`src/mpbm_pkg.sv`:
```
// Shared constants, types and helper codes of the multi-pattern byte matcher.
package mpbm_pkg;

  localparam int NODES   = 256;
  localparam int TOKENS  = 64;
  localparam int MAX_RES = 64;

  localparam int NW = $clog2(NODES);
  localparam int TW = $clog2(TOKENS);
  localparam int HW = $clog2(NODES + 1);
  localparam int RW = $clog2(MAX_RES + 1);

  localparam logic [2:0] OP_TEXT = 3'd0;
  localparam logic [2:0] OP_GOTO = 3'd1;
  localparam logic [2:0] OP_LINK = 3'd2;
  localparam logic [2:0] OP_LIST = 3'd3;
  localparam logic [2:0] OP_TOK  = 3'd4;
  localparam logic [2:0] OP_LEN  = 3'd5;

  typedef enum logic [2:0] {
    K_TEXT,
    K_GOTO,
    K_LINK,
    K_LIST,
    K_TOK,
    K_LEN
  } kind_e;

  typedef struct packed {
    kind_e      kind;
    logic [7:0] data_byte;
    logic       new_text;
    logic [7:0] entry_index;
    logic [7:0] value_a;
    logic [7:0] value_b;
  } item_t;

  typedef struct packed {
    logic  valid;
    item_t item;
  } queue_out_t;

endpackage

```
`src/mpbm_front.sv`:
```
// Request intake: decodes op codes and queues requests for the walker.
module mpbm_front import mpbm_pkg::*; (
  input  logic       clk_i,
  input  logic       rst_ni,
  input  logic       start,
  output logic       busy,
  input  logic [2:0] op_i,
  input  logic [7:0] data_byte_i,
  input  logic       new_text_i,
  input  logic [7:0] entry_index_i,
  input  logic [7:0] value_a_i,
  input  logic [7:0] value_b_i,
  input  logic       pop_i,
  output queue_out_t head_o
);

  item_t       slot_q [2];
  logic        wr_q, wr_d, rd_q, rd_d;
  logic [1:0]  cnt_q, cnt_d;
  item_t       item;
  logic        keep;
  logic        push, pop;

  always_comb begin
    item.data_byte   = data_byte_i;
    item.new_text    = new_text_i;
    item.entry_index = entry_index_i;
    item.value_a     = value_a_i;
    item.value_b     = value_b_i;
    item.kind        = K_TEXT;
    keep             = 1'b1;
    unique case (op_i)
      OP_TEXT: item.kind = K_TEXT;
      OP_GOTO: item.kind = K_GOTO;
      OP_LINK: item.kind = K_LINK;
      OP_LIST: item.kind = K_LIST;
      OP_TOK:  item.kind = K_TOK;
      OP_LEN:  item.kind = K_LEN;
      default: keep = 1'b0;
    endcase
  end

  assign busy  = (cnt_q == 2'd2);
  assign push  = start && !busy && keep;
  assign pop   = pop_i && (cnt_q != 2'd0);
  assign wr_d  = push ? !wr_q : wr_q;
  assign rd_d  = pop ? !rd_q : rd_q;
  assign cnt_d = cnt_q + {1'b0, push} - {1'b0, pop};

  assign head_o.valid = (cnt_q != 2'd0);
  assign head_o.item  = slot_q[rd_q];

  always_ff @(posedge clk_i or negedge rst_ni) begin
    if (!rst_ni) begin
      wr_q  <= 1'b0;
      rd_q  <= 1'b0;
      cnt_q <= 2'd0;
    end else begin
      wr_q  <= wr_d;
      rd_q  <= rd_d;
      cnt_q <= cnt_d;
    end
  end

  always_ff @(posedge clk_i) begin
    if (push) begin
      slot_q[wr_q] <= item;
    end
  end

endmodule

```
`config.mk`:
```
export PLATFORM = sky130hd
export DESIGN_NAME = mpbm_front
export DESIGN_NICKNAME = d
export VERILOG_FILES = /design/src/mpbm_pkg.sv /design/src/mpbm_front.sv
export SDC_FILE = /design/constraint.sdc
export NUM_CORES = 1
export LEC_CHECK = 0
export BUFFER_PORTS_ARGS = -buffer_cell sky130_fd_sc_hd__buf_2
export CAP_MARGIN = 20
export CORE_MARGIN = 4
export CORE_UTILIZATION = 46
export DETAILED_ROUTE_END_ITERATION = 10
export PLACE_DENSITY = 0.74
export SLEW_MARGIN = 10
export SYNTH_ARGS = -nofsm -noshare
export SYNTH_HDL_FRONTEND = slang
export SYNTH_SLANG_ARGS = --single-unit
```
`constraint.sdc`:
```
create_clock -name clk_i -period 2.84 [get_ports clk_i]
set_input_delay 0.142 -clock clk_i [delete_from_list [all_inputs] [get_ports clk_i]]
set_output_delay 0.142 -clock clk_i [all_outputs]
set_load 0.05 [all_outputs]
```
# Word level (Yosys, flattened, before mapping)

Memory sizes are Yosys's and may differ from the RTL's.
Index checks and enable logic that the tools add are counted.

$add $sub $neg: 2
Muxes and demuxes: 4
Equal/unequal tests: 6
Reduce and logical (&&, ||, !) cells: 9

Operators by type and width:

| cell                                                             | count |
|---|---|
| 3-bit case mux with 5 select lines                               | 1 |
| 3-bit by 2-bit == test with 1-bit output (second input constant) | 2 |
| 3-bit == test (second input constant)                            | 2 |
| 6-bit OR reduction                                               | 1 |
| 3-bit by 1-bit == test with 1-bit output (second input constant) | 1 |
| 1-bit logical AND                                                | 3 |
| 1-bit logical NOT                                                | 3 |
| 3-bit logical NOT                                                | 1 |
| 1-bit two-way mux                                                | 3 |
| 2-bit by 1-bit adder with 2-bit output                           | 1 |
| 2-bit == test (second input constant)                            | 1 |
| 2-bit nonzero test                                               | 1 |
| 2-bit by 1-bit subtractor with 2-bit output                      | 1 |

RAM bits: 72
Input bits: 40
Memories kept: 1
Register bits after elaboration: 4

Memories:

| name   | words | bits a word | read ports | clocked after Yosys merged registers in | write ports | RTL line         | source |
|---|---|---|---|---|---|---|---|
| slot_q | 2     | 36          | 1          | 0                                       | 1           | mpbm_front.sv:17 | `item_t slot_q [2];` |

# Depth between registers and ports, before layout

Gate-level depths: netlist of the first run.

Word-level depth: 6
Gate-level depth with buffers: 8

# Worst setup path after synthesis of the first run

OpenSTA, ideal clock, no wires.

Path type: register -> register
Start point: register cnt_q[1]
End point: memory slot_q[0][0] in the netlist's numbering (enable)
Path buffers: 1
Slack: -0.190 ns
Arrival: 2.600 ns
Cell stages (with the launch flop): 5
Required time: 2.410 ns
Clock period less this slack: 3.030 ns
Path through: dfrtp_1 nor2b_4 or3b_1 buf_6 nor2_1

Longest elaborated chain between the ends: 6

RTL lines:

| element                                 | RTL line         | source |
|---|---|---|
| from (decl)                             | mpbm_front.sv:19 | `logic [1:0] cnt_q, cnt_d;` |
| from (signal assigned)                  | mpbm_front.sv:61 | `cnt_q <= cnt_d;` |
| 2-bit == test                           | mpbm_front.sv:43 | `assign busy = (cnt_q == 2'd2);` |
| named net busy                          | mpbm_front.sv:6  | `output logic busy,` |
| 1-bit logical NOT                       | mpbm_front.sv:44 | `assign push = start && !busy && keep;` |
| 1-bit logical AND (2 in series)         | mpbm_front.sv:44 |  |
| 1-bit two-way mux                       | mpbm_front.sv:66 | `if (push) begin` |
| 1-bit two-way mux (not written as such) | mpbm_front.sv:67 | `slot_q[wr_q] <= item;` |
| to (decl)                               | mpbm_front.sv:17 |  |

The timed path passes the listed nets, and every way through them passes these cells.

# Worst setup path after layout of the first run

Start point: register cnt_q[1]
End point: memory slot_q[1][10] in the netlist's numbering (enable)

Longest elaborated chain between the ends: 6

RTL lines:

| element                                 | RTL line |
|---|---|
| 2-bit == test                           | mpbm_front.sv:43 |
| 1-bit logical NOT                       | mpbm_front.sv:44 |
| 1-bit logical AND (2 in series)         | mpbm_front.sv:44 |
| 1-bit two-way mux                       | mpbm_front.sv:66 |
| 1-bit two-way mux (not written as such) | mpbm_front.sv:67 |

No other way between the ends.

==> results of run 1 <==
==> per-layer routing <==
layer	GRT usage, %	wire length [um]	vias up
met3	4.64	458	9
met1	16.6	2080	750
li1	-	-	764
met2	23.9	2490	60
met5	0	0	-
met4	5.44	54	0
==> logic make-up after synthesis <==
logic type,Yosys count
flip-flops,76
multiplexers,36
buffers and inverters,9
AND/OR/NAND/NOR,7
adder cells (fa/ha/maj),5
XOR/XNOR,4
AO/OA/AOI/OAI,2
==> what timing repair did <==
item | in CTS | in global routing
buffers inserted | 0 | 0
hold buffers | 32 | 0
endpoints found under the hold margin | 63 | 0
==> placed cells by master, fill, tap and decap left out <==
cell type and instances:
buf_2 77, edfxtp_1 72, mux2_2 36, dlygate4sd3_1 32, clkbuf_8 9, ha_1 5, inv_1 4, dfrtp_1 4
buf_4 4, clkinvlp_4 3, xnor2_1 2, nor2_4 2, a21oi_1 1, nor2_1 1, o21a_1 1, nor2b_4 1
or3b_1 1, or2_2 1, xnor2_2 1, and2_1 1, xor2_1 1, inv_6 1, clkinv_1 1, bufinv_16 1
==> worst reg2reg max path: stages, from the launching register on <==
cell	delay [ps]
dfrtp_1	400
nor2b_4	130
or3b_1	500
nor2_4	470
buf_4	320
==> area by class of cell <==
cell class / instances / area, um^2
Clock buffer: 9 / 124
Clock inverter: 6 / 65.1
Fill cell: 422 / 2110
Inverter: 4 / 15.0
Multi-Input combinational cell: 54 / 584
Sequential cell: 76 / 2260
Tap cell: 75 / 93.8
Timing Repair Buffer: 113 / 736
==> cells in the mapped netlist <==
| master | number | area share, % |
|---|---|---|
| edfxtp_1 | 72 | 75 |
| mux2_2 | 36 | 14 |
| ha_1 | 5 | 2.2 |
| dfrtp_1 | 4 | 3.5 |
| inv_1 | 4 | 0.52 |
| buf_2 | 3 | 0.52 |
| nor2_1 | 3 | 0.39 |
| xnor2_1 | 2 | 0.61 |
| a21oi_1 | 1 | 0.17 |
| and2_1 | 1 | 0.22 |
| buf_4 | 1 | 0.26 |
| buf_6 | 1 | 0.39 |
| nor2b_4 | 1 | 0.48 |
| o21a_1 | 1 | 0.26 |
| or2_2 | 1 | 0.22 |
| or3b_1 | 1 | 0.30 |
| xnor2_2 | 1 | 0.56 |
| xor2_1 | 1 | 0.30 |
==> worst max path at each step <==
stage / start / end / slack, ps / cells after the start
3_3_place_gp: cnt_q[1] / slot_q[1][7] / 740 / 4
3_5_place_dp: cnt_q[1] / slot_q[1][6] / 680 / 4
6_report: cnt_q[1] / slot_q[1][10] / 710 / 4
5_1_grt: cnt_q[1] / slot_q[1][10] / 590 / 4
4_1_cts: cnt_q[1] / slot_q[1][10] / 690 / 4
2_1_floorplan: cnt_q[1] / slot_q[0][0] / -190 / 4
==> power by group through the flow <==
stage	Sequential, W	Clock [W]	Combinational [W]
after floorplan	0.00155	0	0.00137
after global placement	0.00156	0	0.00171
after detailed placement	0.00157	0	0.00171
after CTS	0.00154	0.000791	0.00175
after global routing	0.00156	0.000842	0.00183
final	0.00154	0.000768	0.00173
==> through the flow <==
step / power (W) / setup WS [ps]
final: 0.00404 / 711
after floorplan: 0.00293 / -190
after detailed placement: 0.00328 / 684
after CTS: 0.00409 / 692
after global routing: 0.00423 / 591
after global placement: 0.00326 / 739
==> sequential cells by signal, indices dropped and copies added, names as in the netlist <==
name    count
slot_q     72
cnt_q       2
rd_q        1
wr_q        1
==> run_results.csv, run 1 <==
group,metric,value,unit
pwr,clockPowerShare,19.0,%
pwr,combPwrFrac,42.9,%
routing,drtPass1Iterations,4,
routing,totalWireLength,5080,um
synth,syn_area,2880,um^2
clocking,cts_buffers,9,
pwr,peakVddDrop,0.000639,V
synth,synth_fp_nets,184,
timing,setup_viol,0,
min_path,holdPathEnd,"slot_q[0][10]",
cells_and_area,fin_area,3880,um^2
clocking,cts.repair.resized,0,
worst_setup_path,worstReg2RegStart,"cnt_q[1]",
timing,timing.setup.tns,0,ps
timing,max_freq,470,MHz
pwr,cellLeakagePower,1.50,nW
pwr,pwr-share-seq,38.1,%
worst_setup_path,worstSetupPathType,"reg2reg",
worst_setup_path,critical_path.top_delay_family,"simple AND/OR/NAND/NOR gates",
pwr,internal_power,0.00239,W
placed_design,dpl.hpwl,3140,um
die,num_io_pins,78,
synth,synth_top_family_by_area,"multiplexers",
routing,post_drt_wl_per_cell,15.1,um
placed_design,placed_cell_area,3370,um^2
clocking,ctsRootBufferMaster,"clkbuf_8",
global_route,antenna_found_initial,0,
routing,drtIter0Drc,27,
die,fp.dieH,87.1,um
worst_setup_path,worstReg2RegEnd,"slot_q[1][10]",
synth,synth-seq-area-share,78.5,%
synth,synthAdderAreaFrac,2.17,%
global_route,grt_usage,14.1,%
clocking,clk_pin_slew,70,ps
worst_setup_path,slowest_delay,500,ps
cells_and_area,stdcell_count,337,
timing,hold_viol,0,
clocking,cts_tree,"built",
timing,fin_hold_ws,17.7,ps
global_route,grt_max_degree,37,
worst_setup_path,crit_chain,"nor2b_4 > or3b_1 > nor2_4 > buf_4",
synth,synthDistinctLibCells,18,
cells_and_area,final_layout_size_suffix_gt1_share,51.9,%
synth,synthXorXnorAreaFrac,1.48,%
outcome,status,"finished clean",
global_route,overflow,0,
timing,fin_crit_sh,75.0,%
synth,synth_compound_area_share,0.434,%
worst_setup_path,ff2ff_setup_slack,710,ps
pwr,swShare,40.8,%
timing,rsz0062_at_grt,"no",
die,num_rows,28,
cells_and_area,fin_util,64.8,%
global_route,grt_pass1_wl,7980,um
global_route,grt_pass1_vias,1709,
min_path,hp-start,"value_a_i[2]",
synth,syn_inst,139,
routing,drcViolationCount,0,
synth,synthMuxAreaShare,14.1,%
placed_design,placed_cells,290,
die,dieArea,7590,um^2
die,dieWidth,87.1,um
placed_design,port_buffers,77,
cells_and_area,diodes,0,
synth,synth_seq_cells,76,
synth,syn_area_per_cell,20.7,um^2
pwr,power_density,1040,nW/um^2
worst_setup_path,start_kind,"register",
cells_and_area,area_growth,34.7,%
routing,viasPerCell,4.70,
timing,slew_violations,0,
clocking,insertion_delay,330,ps
clocking,cts.sinks,76,
worst_setup_path,endpoint_kind,"register",
worst_setup_path,crit_fanout,17,
worst_setup_path,cpMaxStageDelayCell,"or3b_1",
synth,synth-warning-count,0,
cells_and_area,fin_nets,303,
worst_setup_path,crit_required,2860,ps
timing,max_slew_margin,64.7,%
worst_setup_path,reg2regPathDepth,4,
timing,worst-slew-pin-transition,528,ps
run,maxCapViolations,0,
worst_setup_path,worst-path-buf-inv,1,
synth,synthSimpleGateAreaFrac,1.61,%
clocking,clk_path_buf_depth,2,
clocking,htreeDepth,3,
min_path,min_path_cells,1,
pwr,switching_power,0.00165,W
routing,ant_nets,0,
timing,min_period,2130,ps
timing,skew,6.21,ps
die,core_region_area,5990,um^2
min_path,min-delay-path-class,"in2reg",
routing,vias,1583,
placed_design,routabilityCongestion,0.648,
worst_setup_path,cp.arrival,2150,ps
die,initial_core_util,48.1,%
Power figures use the tool's default switching activity.
==> inputs of run 2 (changes only) <==
clock period = 1.8 ns   (was 2.84 ns; I/O delays follow)
==> run 2 against run 1 <==
Effect of this change: first-iteration DRC count rose to 2.7 times the previous value; global-route usage rose by 1.6 points; register-to-register slack got worse by 680 ps; sequential cell count did not move; fmax rose by 20%; sequential power rose by 58%; routed wire length rose by 11%; critical path depth rose by 2; largest cell class unchanged; largest power group unchanged.
==> run_results.csv, run 2 (synthesized netlist as in run 1, its figures left out) <==
group,metric,value,unit
outcome,status,"finished clean",
placed_design,place_ws,-12.7,ps
routing,vias,1663,
die,num_io_pins,78,
die,core_region_area,5990,um^2
die,fp.dieH,87.1,um
placed_design,port_buffers,77,
worst_setup_path,cp.arrival,1820,ps
die,dieWidth,87.1,um
cells_and_area,layout_common_cells,"buf_2, edfxtp_1, mux2_2",
clocking,cts_tree,"built",
global_route,antenna_found_initial,0,
clocking,clk_pin_slew,80,ps
cells_and_area,regMostFlops,"slot_q",
global_route,grt_pass1_wl,8700,um
timing,fin_crit_sh,98.2,%
cells_and_area,fin_nets,314,
worst_setup_path,crit_fanout,9,
run,maxCapViolations,0,
cells_and_area,fill_cells,396,
pwr,switching_power,0.00272,W
die,initial_core_util,48.1,%
cells_and_area,diodes,0,
pwr,clockPowerShare,18.3,%
cells_and_area,mostFrequentLayoutCell,"buf_2",
routing,totalWireLength,5640,um
global_route,grt_pass1_vias,1766,
cells_and_area,largest_registers,"slot_q: 72 flops, cnt_q: 2 flops",
global_route,grt_usage,15.7,%
global_route,overflow,0,
timing,fin_ws,32.5,ps
routing,drcViolationCount,0,
clocking,cts_buffers,9,
cells_and_area,final_layout_size_suffix_gt1_share,55.5,%
die,num_rows,28,
pwr,internal_power,0.00403,W
timing,max_freq,566,MHz
routing,ant_nets,0,
routing,viasPerCell,4.77,
clocking,clk_path_buf_depth,2,
global_route,grt_max_degree,20,
timing,setup_viol,0,
timing,worst-slew-pin-transition,257,ps
cells_and_area,area_growth,42.6,%
routing,post_drt_wl_per_cell,16.2,um
timing,slew_violations,0,
cells_and_area,largest_register_ffs,72,
timing,max_slew_margin,82.9,%
clocking,insertion_delay,330,ps
worst_setup_path,worstSetupPathType,"reg2reg",
pwr,combPwrFrac,45.6,%
routing,drtIter0Drc,74,
placed_design,routabilityCongestion,0.724,
worst_setup_path,start_kind,"register",
timing,hold_viol,0,
pwr,swShare,40.3,%
die,dieArea,7590,um^2
pwr,pwr-share-seq,36.1,%
clocking,ctsRootBufferMaster,"clkbuf_8",
cells_and_area,fin_area,4110,um^2
min_path,min-delay-path-class,"in2reg",
worst_setup_path,crit_required,1850,ps
worst_setup_path,endpoint_kind,"register",
pwr,peakVddDrop,0.00103,V
placed_design,placed_cell_area,3440,um^2
pwr,power_density,1640,nW/um^2
timing,min_period,1770,ps
placed_design,dpl.hpwl,3370,um
clocking,cts.sinks,76,
routing,drtPass1Iterations,4,
clocking,htreeDepth,3,
timing,skew,6.94,ps
pwr,cellLeakagePower,1.60,nW
[run 2: changes by cell type in the layout (fill, tap and decap cells not counted), sizes merged]
cell         delta
dlygate4sd3     +2
clkinvlp        -3
clkbuf          +3
clkinv          +3
buf             +7
[run 2: worst paths after layout]
check | startpoint | endpoint | slack, ps | cells past startpoint
max | cnt_q[1] | slot_q[0][4] | 30 | 6
min | op_i[0] | slot_q[0][33] | 70 | 2
max reg2reg | cnt_q[1] | slot_q[0][4] | 30 | 6
min reg2reg | cnt_q[1] | cnt_q[1] | 580 | 2
max in group asynchronous | rst_ni | rd_q | 1590 | 2
min in group asynchronous | rst_ni | cnt_q[0] | 90 | 2
[run 2: layout make-up]
class / instances / area (um^2) / area share, %
inverters: 4 / 15.0 / 0.366
flip-flops and latches: 76 / 2260 / 55.1
clock inverters: 6 / 62.6 / 1.52
repair buffers: 124 / 925 / 22.5
clock buffers: 10 / 128 / 3.11
multi-input cells: 54 / 622 / 15.1
well taps: 75 / 93.8 / 2.28
[run 2: routing by layer]
layer,up-vias,global-route usage [%],share of wire (%)
met5,-,0,0
met4,0,5.02,0.71
met3,3,4.92,6.9
met2,67,26.3,50
met1,801,19.5,42
li1,792,-,-
[run 2: metrics by stage]
stage,total power (W),instances,util [%],hold slack [ps],setup TNS (ps)
global placement,0.00526,293,57.5,-98.4,0
global route,0.00707,349,68.6,72.0,-7.74
floorplan,0.00463,139,-,-206,-15430
detailed placement,0.00530,293,57.5,-97.2,-12.7
CTS,0.00668,344,67.1,54.6,0
finish,0.00676,349,68.6,72.3,0
[run 2: timing repair]
action | in CTS | in global routing
buffers inserted | 1 | 3
pin swaps | 4 | 3
resized for setup | 7 | 1
hold buffers | 34 | 0
cloned | 0 | 2
endpoints found under the setup margin | 1 | 69
hold endpoints to repair | 70 | 0
[run 2: power by group through the flow]
stage / Combinational [W] / Clock (W) / Sequential, W
after floorplan: 0.00219 / 0 / 0.00244
after global placement: 0.00281 / 0 / 0.00245
after detailed placement: 0.00283 / 0 / 0.00247
after CTS: 0.00298 / 0.00126 / 0.00244
after global routing: 0.00324 / 0.00136 / 0.00246
final: 0.00308 / 0.00124 / 0.00244
[run 2: critical path, cell delays in order, from the launching register on]
cell,delay [ps]
dfrtp_1,400
nor2b_4,130
or3b_4,400
buf_6,150
nor2_4,120
buf_12,140
clkbuf_16,150
